==> config.mk <==
export PLATFORM = sky130hd
export DESIGN_NAME = queue_from_two_stacks_unit
export DESIGN_NICKNAME = d
export VERILOG_FILES = /design/src/qfts_pkg.sv /design/src/qfts_ctrl.sv /design/src/qfts_dp.sv /design/src/queue_from_two_stacks_unit.sv
export SDC_FILE = /design/constraint.sdc
export NUM_CORES = 1
export LEC_CHECK = 0
export BUFFER_PORTS_ARGS = -buffer_cell sky130_fd_sc_hd__buf_2
export CAP_MARGIN = 0
export CORE_AREA = 8 8 138 102
export DETAILED_ROUTE_END_ITERATION = 12
export DIE_AREA = 0 0 146 110
export PLACE_DENSITY = 0.8
export SYNTH_ARGS = -nofsm -noshare
export SYNTH_HDL_FRONTEND = slang
export SYNTH_SLANG_ARGS = --single-unit
==> constraint.sdc <==
create_clock -name clk -period 3.3 [get_ports clk]
set_input_delay 0.495 -clock clk [delete_from_list [all_inputs] [get_ports clk]]
set_output_delay 0.495 -clock clk [all_outputs]
set_load 0.005 [all_outputs]
==> src/qfts_pkg.sv <==
// Shared constants, types and codes for the two-stack byte queue.
// Used by qfts_ctrl, qfts_dp and queue_from_two_stacks_unit.
package qfts_pkg;

  localparam int STACK_DEPTH = 8;
  localparam int PTR_W = (STACK_DEPTH > 1) ? $clog2(STACK_DEPTH) : 1;
  localparam int CNT_W = $clog2(STACK_DEPTH + 1);

  typedef enum logic [1:0] {
    ST_DONE  = 2'd0,
    ST_FULL  = 2'd1,
    ST_EMPTY = 2'd2
  } status_t;

  typedef enum logic {
    KIND_ENQ = 1'b0,
    KIND_DEQ = 1'b1
  } kind_t;

  typedef enum logic [2:0] {
    S_IDLE,
    S_EXEC,
    S_MOVE,
    S_POPW
  } state_t;

  // Controller to datapath commands
  typedef struct packed {
    logic    load;         // capture the incoming transaction
    logic    push;         // push held byte onto input stack
    logic    pop;          // pop output stack, data lands in read register
    logic    mv;           // one step of the input-to-output transfer
    logic    res;          // write result registers
    logic    res_from_rd;  // result byte from output stack read
    status_t res_code;
  } cmd_t;

  // Datapath to controller status
  typedef struct packed {
    kind_t kind;
    logic  in_full;
    logic  in_zero;
    logic  out_zero;
    logic  mv_pend;
  } dp_stat_t;

endpackage

==> src/qfts_ctrl.sv <==
// Controller state machine for the two-stack byte queue.
// Depends on qfts_pkg; drives qfts_dp through cmd_t, reads dp_stat_t.
module qfts_ctrl (
  input  logic              clk,
  input  logic              rst,
  input  logic              start,
  output logic              busy,
  input  qfts_pkg::dp_stat_t stat,
  output qfts_pkg::cmd_t    cmd
);

  qfts_pkg::state_t state, state_next;

  always_ff @(posedge clk) begin
    if (rst) begin
      state <= qfts_pkg::S_IDLE;
    end else begin
      state <= state_next;
    end
  end

  always_comb begin
    state_next = state;
    cmd = '0;
    cmd.res_code = qfts_pkg::ST_DONE;
    busy = (state != qfts_pkg::S_IDLE);
    unique case (state)
      qfts_pkg::S_IDLE: begin
        if (start) begin
          cmd.load = 1'b1;
          state_next = qfts_pkg::S_EXEC;
        end
      end
      qfts_pkg::S_EXEC: begin
        if (stat.kind == qfts_pkg::KIND_ENQ) begin
          cmd.push = !stat.in_full;
          cmd.res = 1'b1;
          cmd.res_code = stat.in_full ? qfts_pkg::ST_FULL : qfts_pkg::ST_DONE;
          state_next = qfts_pkg::S_IDLE;
        end else if (stat.in_zero && stat.out_zero) begin
          cmd.res = 1'b1;
          cmd.res_code = qfts_pkg::ST_EMPTY;
          state_next = qfts_pkg::S_IDLE;
        end else if (stat.out_zero) begin
          state_next = qfts_pkg::S_MOVE;
        end else begin
          cmd.pop = 1'b1;
          state_next = qfts_pkg::S_POPW;
        end
      end
      qfts_pkg::S_MOVE: begin
        cmd.mv = 1'b1;
        // last write has landed once the input stack is drained
        if (stat.in_zero && !stat.mv_pend) begin
          state_next = qfts_pkg::S_EXEC;
        end
      end
      qfts_pkg::S_POPW: begin
        cmd.res = 1'b1;
        cmd.res_from_rd = 1'b1;
        state_next = qfts_pkg::S_IDLE;
      end
      default: begin
        state_next = qfts_pkg::S_IDLE;
      end
    endcase
  end

endmodule

==> src/qfts_dp.sv <==
// Datapath for the two-stack byte queue: both stack memories, their
// counts, the transfer pipeline and the result registers. Uses qfts_pkg.
module qfts_dp (
  input  logic               clk,
  input  logic               rst,
  input  logic               kind,
  input  logic [7:0]         in_byte,
  input  qfts_pkg::cmd_t     cmd,
  output qfts_pkg::dp_stat_t stat,
  output logic [7:0]         out_byte,
  output logic [1:0]         status,
  output logic               now_empty,
  output logic               now_full,
  output logic               done
);

  logic [7:0] in_mem  [qfts_pkg::STACK_DEPTH];
  logic [7:0] out_mem [qfts_pkg::STACK_DEPTH];

  logic [qfts_pkg::CNT_W-1:0] in_cnt, in_cnt_next;
  logic [qfts_pkg::CNT_W-1:0] out_cnt, out_cnt_next;
  logic [qfts_pkg::CNT_W-1:0] in_m1, out_m1;
  logic                       kind_q;
  logic [7:0]                 byte_q;
  logic [7:0]                 in_rd;
  logic [7:0]                 out_rd;
  logic                       mv_pend;
  logic                       mv_rd;
  logic                       in_zero, out_zero, in_full;

  assign in_zero  = (in_cnt == '0);
  assign out_zero = (out_cnt == '0);
  assign in_full  = (in_cnt == qfts_pkg::CNT_W'(qfts_pkg::STACK_DEPTH));
  assign in_m1    = in_cnt - qfts_pkg::CNT_W'(1);
  assign out_m1   = out_cnt - qfts_pkg::CNT_W'(1);
  assign mv_rd    = cmd.mv && !in_zero;

  assign stat.kind     = qfts_pkg::kind_t'(kind_q);
  assign stat.in_full  = in_full;
  assign stat.in_zero  = in_zero;
  assign stat.out_zero = out_zero;
  assign stat.mv_pend  = mv_pend;

  always_comb begin
    in_cnt_next = in_cnt;
    out_cnt_next = out_cnt;
    if (cmd.push) begin
      in_cnt_next = in_cnt + qfts_pkg::CNT_W'(1);
    end else if (mv_rd) begin
      in_cnt_next = in_m1;
    end
    if (cmd.pop) begin
      out_cnt_next = out_m1;
    end else if (cmd.mv && mv_pend) begin
      out_cnt_next = out_cnt + qfts_pkg::CNT_W'(1);
    end
  end

  always_ff @(posedge clk) begin
    if (cmd.load) begin
      kind_q <= kind;
      byte_q <= in_byte;
    end
  end

  // input stack memory
  always_ff @(posedge clk) begin
    if (cmd.push) begin
      in_mem[in_cnt[qfts_pkg::PTR_W-1:0]] <= byte_q;
    end
    if (mv_rd) begin
      in_rd <= in_mem[in_m1[qfts_pkg::PTR_W-1:0]];
    end
  end

  // output stack memory; transfer write lands in the cycle after its read
  always_ff @(posedge clk) begin
    if (cmd.mv && mv_pend) begin
      out_mem[out_cnt[qfts_pkg::PTR_W-1:0]] <= in_rd;
    end
    if (cmd.pop) begin
      out_rd <= out_mem[out_m1[qfts_pkg::PTR_W-1:0]];
    end
  end

  always_ff @(posedge clk) begin
    if (rst) begin
      in_cnt  <= '0;
      out_cnt <= '0;
      mv_pend <= 1'b0;
      done    <= 1'b0;
    end else begin
      in_cnt  <= in_cnt_next;
      out_cnt <= out_cnt_next;
      mv_pend <= mv_rd;
      done    <= cmd.res;
    end
  end

  always_ff @(posedge clk) begin
    if (cmd.res) begin
      out_byte  <= cmd.res_from_rd ? out_rd : 8'd0;
      status    <= cmd.res_code;
      now_empty <= (in_cnt_next == '0) && (out_cnt_next == '0);
      now_full  <= (in_cnt_next == qfts_pkg::CNT_W'(qfts_pkg::STACK_DEPTH));
    end
  end

endmodule

==> src/queue_from_two_stacks_unit.sv <==
// Top level of the two-stack byte queue: controller plus datapath.
// Depends on qfts_pkg, qfts_ctrl and qfts_dp.
//
//   channel   ports                                  transaction
//   command   start, busy, kind, in_byte             start && !busy at clk edge
//   result    done, out_byte, status, now_empty,     done high for one cycle
//             now_full
//
// Enqueue, and dequeue on an empty queue, finish in S_EXEC; dequeue on a
// non-empty output stack pops in S_EXEC and finishes in S_POPW. A dequeue
// that finds the output stack empty first moves the input stack over, one
// byte per cycle through the stack memory read ports, then pops it.
// rst is synchronous and empties both stacks. Results cannot be stalled;
// busy drops in the cycle done is high, so the next command can follow.
module queue_from_two_stacks_unit (
  input  logic       clk,
  input  logic       rst,
  input  logic       start,
  output logic       busy,
  input  logic       kind,
  input  logic [7:0] in_byte,
  output logic       done,
  output logic [7:0] out_byte,
  output logic [1:0] status,
  output logic       now_empty,
  output logic       now_full
);

  qfts_pkg::cmd_t     cmd;
  qfts_pkg::dp_stat_t stat;

  qfts_ctrl u_ctrl (
    .clk   (clk),
    .rst   (rst),
    .start (start),
    .busy  (busy),
    .stat  (stat),
    .cmd   (cmd)
  );

  qfts_dp u_dp (
    .clk       (clk),
    .rst       (rst),
    .kind      (kind),
    .in_byte   (in_byte),
    .cmd       (cmd),
    .stat      (stat),
    .out_byte  (out_byte),
    .status    (status),
    .now_empty (now_empty),
    .now_full  (now_full),
    .done      (done)
  );

endmodule

* Yosys cells after proc, flatten, opt, wreduce, memory -nomap -nowiden
Memories as Yosys holds them, arrays and structs flattened. A register that Yosys moved wholly into a read port is not among the register bits.
Index checks and enable logic that the tools add are counted.
Widths: inputs -> output; s select.
** Word-level totals
- Bits in registers :: 34
- Memory bits (writable) :: 128
- Input bits :: 12
- Memories kept :: 2
** Cells by class
- Add/sub/neg operators :: 4
- Eq/ne operators :: 7
- Multiplexer cells :: 29
- Reduce and logical (&&, ||, !) cells :: 15
** Memory list
- u_dp.in_mem :: words 8, bits a word 8, rd ports 1, clocked after memory_dff 1, write ports 1, RTL line qfts_dp.sv:17 : logic [7:0] in_mem [qfts_pkg::STACK_DEPTH];
- u_dp.out_mem :: words 8, bits a word 8, rd ports 1, clocked after memory_dff 1, write ports 1, RTL line qfts_dp.sv:18 : logic [7:0] out_mem [qfts_pkg::STACK_DEPTH];
** Operator list (number)
- $logic_not 4->1 :: 4
- $mux 1 :: 16
- $mux 4 :: 4
- $mux 3 :: 3
- $pmux 3 s3 :: 1
- $add 4x1->4 const B :: 2
- $eq 4x4->1 const B :: 2
- $mux 2 :: 4
- $sub 4x1->4 const B :: 2
- $eq 3x2->1 const B :: 2
- $logic_and 1x1->1 :: 5
- $eq 3x1->1 const B :: 1
- $logic_not 1->1 :: 3
- $logic_not 3->1 :: 1
- $reduce_bool 3->1 :: 1
- $ne 2x1->1 const B :: 1
- $ne 2x2->1 const B :: 1
- $pmux 1 s2 :: 1
- $reduce_and 2->1 :: 1

* Logic depth before layout (Yosys ltp)
Gate-level depths: netlist of run 1.
- Depth after elaboration :: 8
- Mapped depth :: 10

* Hierarchy
From an unflattened synthesis of run 1, not the netlist that was laid out.
** Second synthesis, totals
- Cell total of the unflattened synthesis :: 372
- Area total of the unflattened synthesis :: 7006.7 um^2
** By module, submodules not included
- qfts_dp :: times used 1, cells an instance 349, area an instance 6842.8 um^2, seq. area each 5154.9 um^2
- qfts_ctrl :: times used 1, cells an instance 23, area an instance 163.9 um^2, seq. area each 40.0 um^2

* Least setup slack after synthesis of run 1
No wires, ideal clock.
- Path type :: register -> register
- Start point :: register u_dp.out_cnt[0] in the netlist's numbering
- End point :: register u_dp.out_rd[0], read port of u_dp.out_mem (data pin)
- Library setup time :: 260 ps
- Data arrival time :: 2570 ps
- Data required time :: 3040 ps
- Setup slack :: 470 ps
- Cell stages (with the launch flop) :: 9
- Path buffers :: 4
- Period minus slack after synthesis :: 2830 ps
- Cell sequence :: dfxtp_1 > buf_2 > buf_1 > inv_1 > ha_1 > clkbuf_1 > clkbuf_1 > mux4_2 > mux2_2
** On the way
- Cells in the longest elaborated chain, start to end :: 5
- Elaborated cells between the ends (all ways) :: 7
** Ends and longest elaborated chain
- start: declaration :: RTL line qfts_dp.sv:21 : logic [qfts_pkg::CNT_W-1:0] out_cnt, out_cnt_next;
- start signal: assignment :: RTL line qfts_dp.sv:94 : out_cnt <= out_cnt_next;
- $logic_not 4->1 :: RTL line qfts_dp.sv:32 : assign out_zero = (out_cnt == '0);
- $mux 1 / $logic_and 1x1->1 (equally long branches) :: RTL line qfts_ctrl.sv:44, qfts_ctrl.sv:40
- $mux 1 :: RTL line qfts_ctrl.sv:40 : end else if (stat.in_zero && stat.out_zero) begin
- $mux 1 :: RTL line qfts_ctrl.sv:35 : if (stat.kind == qfts_pkg::KIND_ENQ) begin
- $mux 2 :: RTL line qfts_ctrl.sv:27 : unique case (state)
- end: declaration :: RTL line qfts_dp.sv:26 : logic [7:0] out_rd;
Parallel ways exist; a longest one is shown, timed or not.
A chain may end at the register's enable or synchronous reset.

* Worst setup path after layout of run 1
- Start point :: register u_dp.out_cnt[1] in the netlist's numbering
- End point :: register u_dp.out_rd[1], read port of u_dp.out_mem (data pin)
The elaborated chain is that of the path after synthesis.

==> run summary, run 1 <==
via count: 3611
Synth warnings: 0
status: finished, final reports clean
io pins: 26
DR DRC count: 0
ratio of cells with drive above 1 in the final layout: 29.8%
crit path DAT: 2.70 ns
Pre-antenna DRT Iters: 5
hold-fix buffers at CTS: 0
DPL Wire Length: 8440 µm
global route hottest layer: met2
RePlAce Congestion: 0.813
fillers: 788
total power per unit cell area: 645 nW/µm²
die area: 16100 µm²
first-pass GRT wire length: 21000 µm
H-tree depth: 4
Detail Route Antenna Nets: 0
Via density: 6.20
type of the worst setup path: reg2reg
WL/cell: 23.5 µm
r2r startpoint: u_dp.out_cnt[1]
post-synth cell types: 50
Worst Max-Slew Pin Slew: 0.893 ns
antenna violations before repair: 0
worst clock skew: 0.00935 ns
ys flop type: edfxtp_1
Tmin final: 2.53 ns
setup bufs post-CTS: 0
M2 GR Usage: 28.0%
Peak VDD IR: 0.385 mV
RSZ-0062 raised after global routing: false
Final Net Count: 424
CP Capture Type: flip-flop
Starting Density: 58.0%
Seq/Total Area, Yosys: 74.7%
Post-Synthesis Cells: 366
Area Growth Syn to Fin: 13.3%
number of global-route vias before repair: 3607
fin util: 65.7%
CTS tree: done
Hold Fails Final Rpt: 0
Synth Net Count: 382
largest net degree at the start of global routing: 25
worst skew pair latency: 0.43 ns
GRT Total Usage: 18.0%
HP Class: in2reg
critical path required time: 3.47 ns
post-synthesis area per instance: 19.0 µm²
CTS Buf Count: 17
Post-synth EDFFs: 165
IO buf count: 25
fin crit share: 76.6%
Clock Path Buffers: 2
critical path startpoint category: flip-flop
Post-synth ARST share: 0%
leakage power: 2.63 nW
TritonCTS Sinks: 177
DRT iter0 DRCs: 325
final setup vio count: 0
die width: 146 µm
final global-route overflow total: 0
most common cell after layout, fill and taps aside: edfxtp_1
die height: 110 µm
core area: 12000 µm²
Max Cap Violations: 0
setup_tns: 0 ns
CP Max Fanout: 20
Hold Path Origin: in_byte[4]
cell area after synthesis: 6960 µm²
met3 usage in global routing: 5.67%
max-slew violations: 0
final wirelength: 13600 µm
most frequent cells in the layout: 165 x edfxtp_1, 32 x mux4_2, 25 x buf_2
M1 GR Usage: 23.5%
CTS root buf: clkbuf_16
Row Count: 34
fmax: 396 MHz
Post-Route Hold Slack: 0.243 ns
Setup crit start: u_dp.out_cnt[1]
CTS resizes: 0
clock-pin slew on the worst setup and hold paths: 0.07 ns
#FFs+latches synth: 177
Slew HR: 40.5%
Ant. Diodes: 0
==> worst paths after layout <==
| path | to | slack [ns] | depth (start not counted) |
|---|---|---|---|
| hold reg to reg | u_dp.out_byte[2] | 0.56 | 1 |
| hold / removal | u_dp.byte_q[4] | 0.24 | 1 |
| setup reg to reg | u_dp.out_rd[1] | 0.77 | 4 |
| setup / recovery | u_dp.out_rd[1] | 0.77 | 4 |
==> state kept, by name, summed over array words and instances (netlist names) <==
signal and flops:
u_ctrl.state 2, u_dp.byte_q 8, u_dp.done 1, u_dp.in_cnt 4, u_dp.in_mem 64, u_dp.in_rd 8, u_dp.kind_q 1, u_dp.mv_pend 1
u_dp.now_empty 1, u_dp.now_full 1, u_dp.out_byte 8, u_dp.out_cnt 4, u_dp.out_mem 64, u_dp.out_rd 8, u_dp.status 2
==> routing by layer <==
metal | wire length (µm) | vias to the layer above
met5 | 0 | -
met4 | 219 | 0
met3 | 1110 | 26
met2 | 6470 | 177
met1 | 5850 | 1851
li1 | - | 1557
==> where the power goes <==
group,total (mW),switching (mW),internal [mW],leakage [nW]
sequential,2.58,0.0579,2.52,1.59
combinational,0.591,0.293,0.298,0.768
clock,1.91,0.858,1.05,0.267
==> synth_stat cells (all sizes together) (4+ instances only) <==
| cell | count | area share [%] |
|---|---|---|
| inv | 10 | 0.54 |
| nor4 | 5 | 0.45 |
| edfxtp | 165 | 71 |
| nor3 | 10 | 0.72 |
| ha | 4 | 0.72 |
| a21oi | 4 | 0.29 |
| mux2 | 16 | 2.6 |
| dfxtp | 12 | 3.5 |
| mux4 | 32 | 10 |
| nor2 | 15 | 0.81 |
| clkbuf | 11 | 0.65 |
| buf | 8 | 0.63 |
| nand2 | 11 | 0.59 |
| a211oi | 5 | 0.54 |
| and3 | 12 | 1.1 |
==> metrics by stage <==
step	cell area (µm²)	cells	power [mW]	setup slack, ns
2_1_floorplan	6960	366	3.05	0.470
4_1_cts	7880	582	5.09	0.772
6_report	7880	582	5.08	0.772
3_3_place_gp	7320	551	3.20	0.818
3_5_place_dp	7320	551	3.22	0.784
5_1_grt	7880	582	5.24	0.594
==> worst max-delay path, cell delays in order (launching register included) <==
cell and delay (ns):
dfxtp_1 0.57, inv_1 0.08, ha_1 0.88, mux4_2 0.43
mux2_2 0.30
==> final cells by class <==
cell class / count / area (µm²) / area share [%]
tap: 162 / 203 / 2.57
inverter: 10 / 37.5 / 0.476
multi-input combinational: 160 / 1640 / 20.8
timing repair buffer: 42 / 253 / 3.21
clock inverter: 13 / 129 / 1.63
clock buffer: 18 / 429 / 5.44
sequential: 177 / 5190 / 65.9
==> cells by family after synthesis <==
group                    synth area share (%)
buffers and inverters                    1.82
adder cells (fa/ha/maj)                 0.719
flip-flops                               74.7
AND/OR/NAND/NOR                          6.62
multiplexers                             12.9
XOR/XNOR                                0.629
AO/OA/AOI/OAI                            2.61
Note: power is estimated with default switching activity, not from simulation.
==> run 2: changes to the inputs <==
==> constraint.sdc (replaced) <==
create_clock -name clk -period 2.36 [get_ports clk]
set_input_delay 0.354 -clock clk [delete_from_list [all_inputs] [get_ports clk]]
set_output_delay 0.354 -clock clk [all_outputs]
set_load 0.005 [all_outputs]
==> run 2 against run 1 <==
Via count fell by 1.2%. Largest cell class unchanged. Maximum frequency rose by 16%. Flip-flop and latch count did not move. Routed wire length fell by 6.6%. First-iteration DRC count rose by 21%. Register-to-register slack got worse by 0.59 ns. Combinational power rose by 53%. Largest power group unchanged. Sequential power rose by 39%. Non-clock buffer count rose by 5. Global-route usage fell by 1.2 points. Power rose by 42%. Clock skew fell by 0.0011 ns.
==> run summary, run 2 (synthesis results as in run 1) <==
most frequent cells in the layout: 165 x edfxtp_1, 32 x mux4_2, 25 x buf_2
Place WS: 0.199 ns (-0.585 ns)
TritonCTS Sinks: 177 (unchanged)
fmax: 460 MHz (+16%)
io pins: 26 (unchanged)
HP Class: in2reg
most common cell after layout, fill and taps aside: edfxtp_1
RePlAce Congestion: 0.839 (+3.2%)
CTS resizes: 0 (unchanged)
CP Capture Type: flip-flop
WL/cell: 21.7 µm (-7.6%)
post-route cell area: 7960 µm² (+0.95%)
Area Growth Syn to Fin: 14.4%
DR DRC count: 0 (unchanged)
Slew HR: 60.1% (+20 points)
IO buf count: 25 (unchanged)
Placed Instances: 556 (+0.91%)
Max Cap Violations: 0 (unchanged)
Tmin final: 2.17 ns (-0.355 ns)
final wirelength: 12700 µm (-6.6%)
ratio of cells with drive above 1 in the final layout: 31.2% (+1.5 points)
first-pass GRT wire length: 19900 µm (-5.2%)
final setup vio count: 0 (unchanged)
final global-route overflow total: 0 (unchanged)
Placed Area: 7380 µm² (+0.77%)
clock-pin slew on the worst setup and hold paths: 0.07 ns (about the same)
Final Net Count: 429 (+1.2%)
Row Count: 34 (unchanged)
DPL Wire Length: 8060 µm (-4.5%)
buffer and inverter count on the worst path: 1 (unchanged)
Top delay family on crit path: simple AND/OR/NAND/NOR gates
setup bufs post-CTS: 0 (unchanged)
Starting Density: 58.0% (unchanged)
total power per unit cell area: 906 nW/µm² (+40%)
Final Non-Filler Cells: 588 (+1.0%)
CP max stage delay: 0.37 ns (-0.51 ns)
status: finished, final reports clean
worst skew pair latency: 0.42 ns (about the same)
die width: 146 µm (unchanged)
type of the worst setup path: reg2reg
Ant. Diodes: 0 (unchanged)
crit-path cells: inv_1 -> ha_2 -> nor3b_4 -> nor2_1 -> a211o_1 -> a32oi_1 -> and4b_1
via count: 3569 (-1.2%)
max-slew violations: 0 (unchanged)
Detail Route Antenna Nets: 0 (unchanged)
GRT Total Usage: 16.8% (-1.2 points)
Worst Max-Slew Pin Slew: 0.598 ns (-0.294 ns)
die height: 110 µm (unchanged)
largest net degree at the start of global routing: 25 (unchanged)
leakage power: 2.67 nW (+1.5%)
die area: 16100 µm² (unchanged)
worst clock skew: 0.00825 ns (-0.00111 ns)
critical path required time: 2.64 ns (-0.83 ns)
antenna violations before repair: 0 (unchanged)
Via density: 6.07 (-2.2%)
Pre-antenna DRT Iters: 5 (unchanged)
Tot Pwr: 7.21 mW (+42%)
crit path max-delay cell type: dfxtp_1
fin crit share: 92.1% (+15 points)
post-route setup slack: 0.187 ns (-0.585 ns)
fillers: 762 (-3.3%)
CTS Buf Count: 17 (unchanged)
RSZ-0062 raised after global routing: false
CP Max Fanout: 7 (-65%)
Clock Path Buffers: 2 (unchanged)
core area: 12000 µm² (unchanged)
CTS tree: done
Hold Fails Final Rpt: 0 (unchanged)
hold-fix buffers at CTS: 0 (unchanged)
number of global-route vias before repair: 3511 (-2.7%)
CTS root buf: clkbuf_16
Peak VDD IR: 0.608 mV (+58%)
crit path DAT: 2.46 ns (-0.24 ns)
H-tree depth: 4 (unchanged)
critical path startpoint category: flip-flop
DRT iter0 DRCs: 392 (+21%)
[run 2: cell count changes in the layout (fill, tap and decap cells not counted), sizes merged]
| cell | delta |
|---|---|
| inv | +3 |
| clkbuf | -1 |
| buf | +5 |
| clkinvlp | -1 |
[run 2: power breakdown]
part	total (mW)	internal (mW)	switching, mW
combinational	0.902	0.443	0.459
clock	2.72	1.49	1.23
sequential	3.59	3.53	0.0562
[run 2: per-stage QoR]
| step | TNS, ns | hold slack, ns | utilization (%) |
|---|---|---|---|
| after floorplan | -0.571 | 0.453 | - |
| after global placement | 0 | 0.531 | 61.5 |
| after detailed placement | 0 | 0.532 | 61.5 |
| after CTS | 0 | 0.0907 | 66.3 |
| after global routing | 0 | 0.0820 | 66.3 |
| final | 0 | 0.104 | 66.3 |
[run 2: final cells by class]
type	instances	area, µm²	area share [%]
tap	162	203	2.55
clock buffer	17	425	5.35
multi-input combinational	160	1650	20.7
inverter	10	37.5	0.472
timing repair buffer	47	303	3.81
sequential	177	5190	65.3
clock inverter	15	149	1.87
[run 2: worst paths after layout]
| check | startpoint | endpoint | slack (ns) | cells past startpoint |
|---|---|---|---|---|
| min | in_byte[0] | u_dp.byte_q[0] | 0.10 | 1 |
| min reg2reg | u_dp.out_rd[6] | u_dp.out_byte[6] | 0.56 | 1 |
| max | u_dp.in_cnt[1] | u_dp.now_empty | 0.19 | 7 |
| max reg2reg | u_dp.in_cnt[1] | u_dp.now_empty | 0.19 | 7 |
[run 2: worst register-to-register path, stage by stage, from the launching register on]
cell and delay [ns]:
dfxtp_1 0.37, inv_1 0.16, ha_2 0.28, nor3b_4 0.28, nor2_1 0.16, a211o_1 0.31, a32oi_1 0.22, and4b_1 0.24
[run 2: per-layer routing]
layer / vias up / track usage [%] / share of wire, %
met3: 16 / 4.57 / 8.2
met5: - / 0 / 0
met1: 1796 / 23.2 / 43
met2: 186 / 25.3 / 47
li1: 1571 / - / -
met4: 0 / 6.59 / 1.4
==> run 3: changes to the inputs <==
--- a/config.mk
+++ b/config.mk
@@ -11,6 +11,8 @@
 export DETAILED_ROUTE_END_ITERATION = 12
 export DIE_AREA = 0 0 146 110
 export PLACE_DENSITY = 0.8
+export REMOVE_ABC_BUFFERS = 1
+export SETUP_SLACK_MARGIN = 0.3
 export SYNTH_ARGS = -nofsm -noshare
 export SYNTH_HDL_FRONTEND = slang
 export SYNTH_SLANG_ARGS = --single-unit
==> run 3 against run 2 <==
Sequential power hardly changed. Setup slack better by 0.18 ns. Cell area is 2.2% higher. Power is 7.4% higher. Count of clock-buffer cells in the layout is 1 higher. Critical path type unchanged. Critical endpoint unchanged. Largest power group unchanged.
==> run summary, run 3 (synthesis results as in run 1) <==
status: finished, final reports clean
io pins: 26 (unchanged)
Ant. Diodes: 0 (unchanged)
GRT Total Usage: 16.8% (about the same)
CP Capture Type: flip-flop
Slew HR: 61.0% (+0.86 points)
first-pass GRT wire length: 20100 µm (+0.62%)
WL/cell: 21.8 µm (+0.48%)
Tmin final: 1.99 ns (-0.179 ns)
die area: 16100 µm² (unchanged)
fin crit share: 84.5% (-7.6 points)
Worst Max-Slew Pin Slew: 0.586 ns (-0.0129 ns)
Pre-antenna DRT Iters: 4 (-1)
ratio of cells with drive above 1 in the final layout: 34.1% (+2.9 points)
die width: 146 µm (unchanged)
worst skew pair latency: 0.43 ns (about the same)
crit path DAT: 2.28 ns (-0.18 ns)
final wirelength: 12900 µm (+1.3%)
critical path startpoint category: flip-flop
Area Growth Syn to Fin: 16.9%
via count: 3547 (-0.62%)
Via density: 5.98 (-1.5%)
Worst Hold Endpoint: u_dp.byte_q[6]
RSZ-0062 raised after global routing: true
die height: 110 µm (unchanged)
Starting Density: 58.0% (unchanged)
worst clock skew: 0.0138 ns (+0.00559 ns)
H-tree depth: 4 (unchanged)
Detail Route Antenna Nets: 0 (unchanged)
critical path required time: 2.65 ns (about the same)
Row Count: 34 (unchanged)
final setup vio count: 0 (unchanged)
clock-pin slew on the worst setup and hold paths: 0.07 ns (about the same)
setup_tns: 0 ns (unchanged)
Max Cap Violations: 0 (unchanged)
hold-fix buffers at CTS: 0 (unchanged)
Final Net Count: 434 (+1.2%)
antenna violations before repair: 0 (unchanged)
Peak VDD IR: 0.609 mV (+0.25%)
fin util: 67.8% (+1.5 points)
HP Class: in2reg
CP Max Fanout: 7 (unchanged)
worst reg-to-reg path cell count: 7 (unchanged)
core area: 12000 µm² (unchanged)
DPL Wire Length: 8100 µm (+0.51%)
Clock Path Buffers: 2 (unchanged)
leakage power: 2.75 nW (+2.9%)
final global-route overflow total: 0 (unchanged)
fmax: 501 MHz (+9.0%)
max-slew violations: 0 (unchanged)
CTS root buf: clkbuf_16
Hold Path Origin: in_byte[6]
largest net degree at the start of global routing: 25 (unchanged)
DR DRC count: 0 (unchanged)
CTS Buf Count: 17 (unchanged)
worst reg2reg setup slack: 0.37 ns (+0.18 ns)
total power per unit cell area: 952 nW/µm² (+5.1%)
Final Non-Filler Cells: 593 (+0.85%)
number of global-route vias before repair: 3627 (+3.3%)
most common cell after layout, fill and taps aside: edfxtp_1
RePlAce Congestion: 0.826 (-1.6%)
DRT iter0 DRCs: 527 (+34%)
Placed Instances: 558 (+0.36%)
TritonCTS Sinks: 177 (unchanged)
CTS tree: done
hold-critical path depth: 1 (unchanged)
Hold Fails Final Rpt: 0 (unchanged)
type of the worst setup path: reg2reg
FF-to-FF End: u_dp.now_empty
most frequent cells in the layout: 165 x edfxtp_1, 32 x mux4_2, 25 x buf_2, 25 x buf_4, 17 x clkbuf_16
r2r startpoint: u_dp.in_cnt[1]
IO buf count: 25 (unchanged)
Post-Route Hold Slack: 0.0981 ns (-0.00635 ns)
## run 3: timing repair
item / in CTS / in global routing
endpoints found under the setup margin: 25 / 82
gates resized for setup: 3 / 11
buffers inserted: 1 / 2
## run 3: through the flow
| step | area [µm²] | worst slack [ns] | power, mW |
|---|---|---|---|
| after global routing | 8130 | 0.251 | 7.96 |
| after global placement | 7390 | 0.287 | 4.54 |
| final | 8130 | 0.366 | 7.74 |
| after detailed placement | 7390 | 0.151 | 4.57 |
| after floorplan | 6870 | -0.720 | 4.24 |
| after CTS | 8090 | 0.291 | 7.75 |
## run 3: layout make-up
type	count	area, µm²
flip-flops and latches	177	5200
multi-input cells	160	1670
clock buffers	18	429
repair buffers	52	344
inverters	10	37.5
fillers	773	3860
well taps	162	203
clock inverters	14	249
## run 3: how the worst max path moves through the flow
stage                               start                end  slack [ns]  cells past startpoint
final                      u_dp.in_cnt[1]     u_dp.now_empty        0.37                      7
after global routing       u_dp.in_cnt[1]  u_dp.in_mem[3][3]        0.25                      7
after CTS                 u_dp.out_cnt[0]     u_dp.now_empty        0.29                      7
after detailed placement   u_dp.in_cnt[1]     u_dp.now_empty        0.15                      7
after global placement     u_dp.in_cnt[1]      u_dp.now_full        0.29                      7
after floorplan            u_dp.in_cnt[0]  u_dp.in_mem[1][0]       -0.72                      6
## run 3: where the power goes
group	switching [mW]	leakage, nW	internal, mW
clock network	1.19	0.327	2.01
logic	0.471	0.825	0.486
registers	0.0546	1.60	3.53
## run 3: worst max-delay path, stage by stage (launching register included)
cell	delay, ns
dfxtp_2	0.36
inv_1	0.17
ha_4	0.21
nor3b_4	0.25
o22ai_2	0.15
nand4b_1	0.20
a32oi_2	0.29
and4b_1	0.23
## run 3: routing by layer
| layer | vias up | wire length, µm | track usage (%) |
|---|---|---|---|
| met3 | 22 | 613 | 3.96 |
| met5 | - | 0 | 0 |
| met4 | 0 | 198 | 7.11 |
| met1 | 1828 | 5550 | 20.7 |
| li1 | 1584 | - | - |
| met2 | 113 | 6550 | 28.6 |
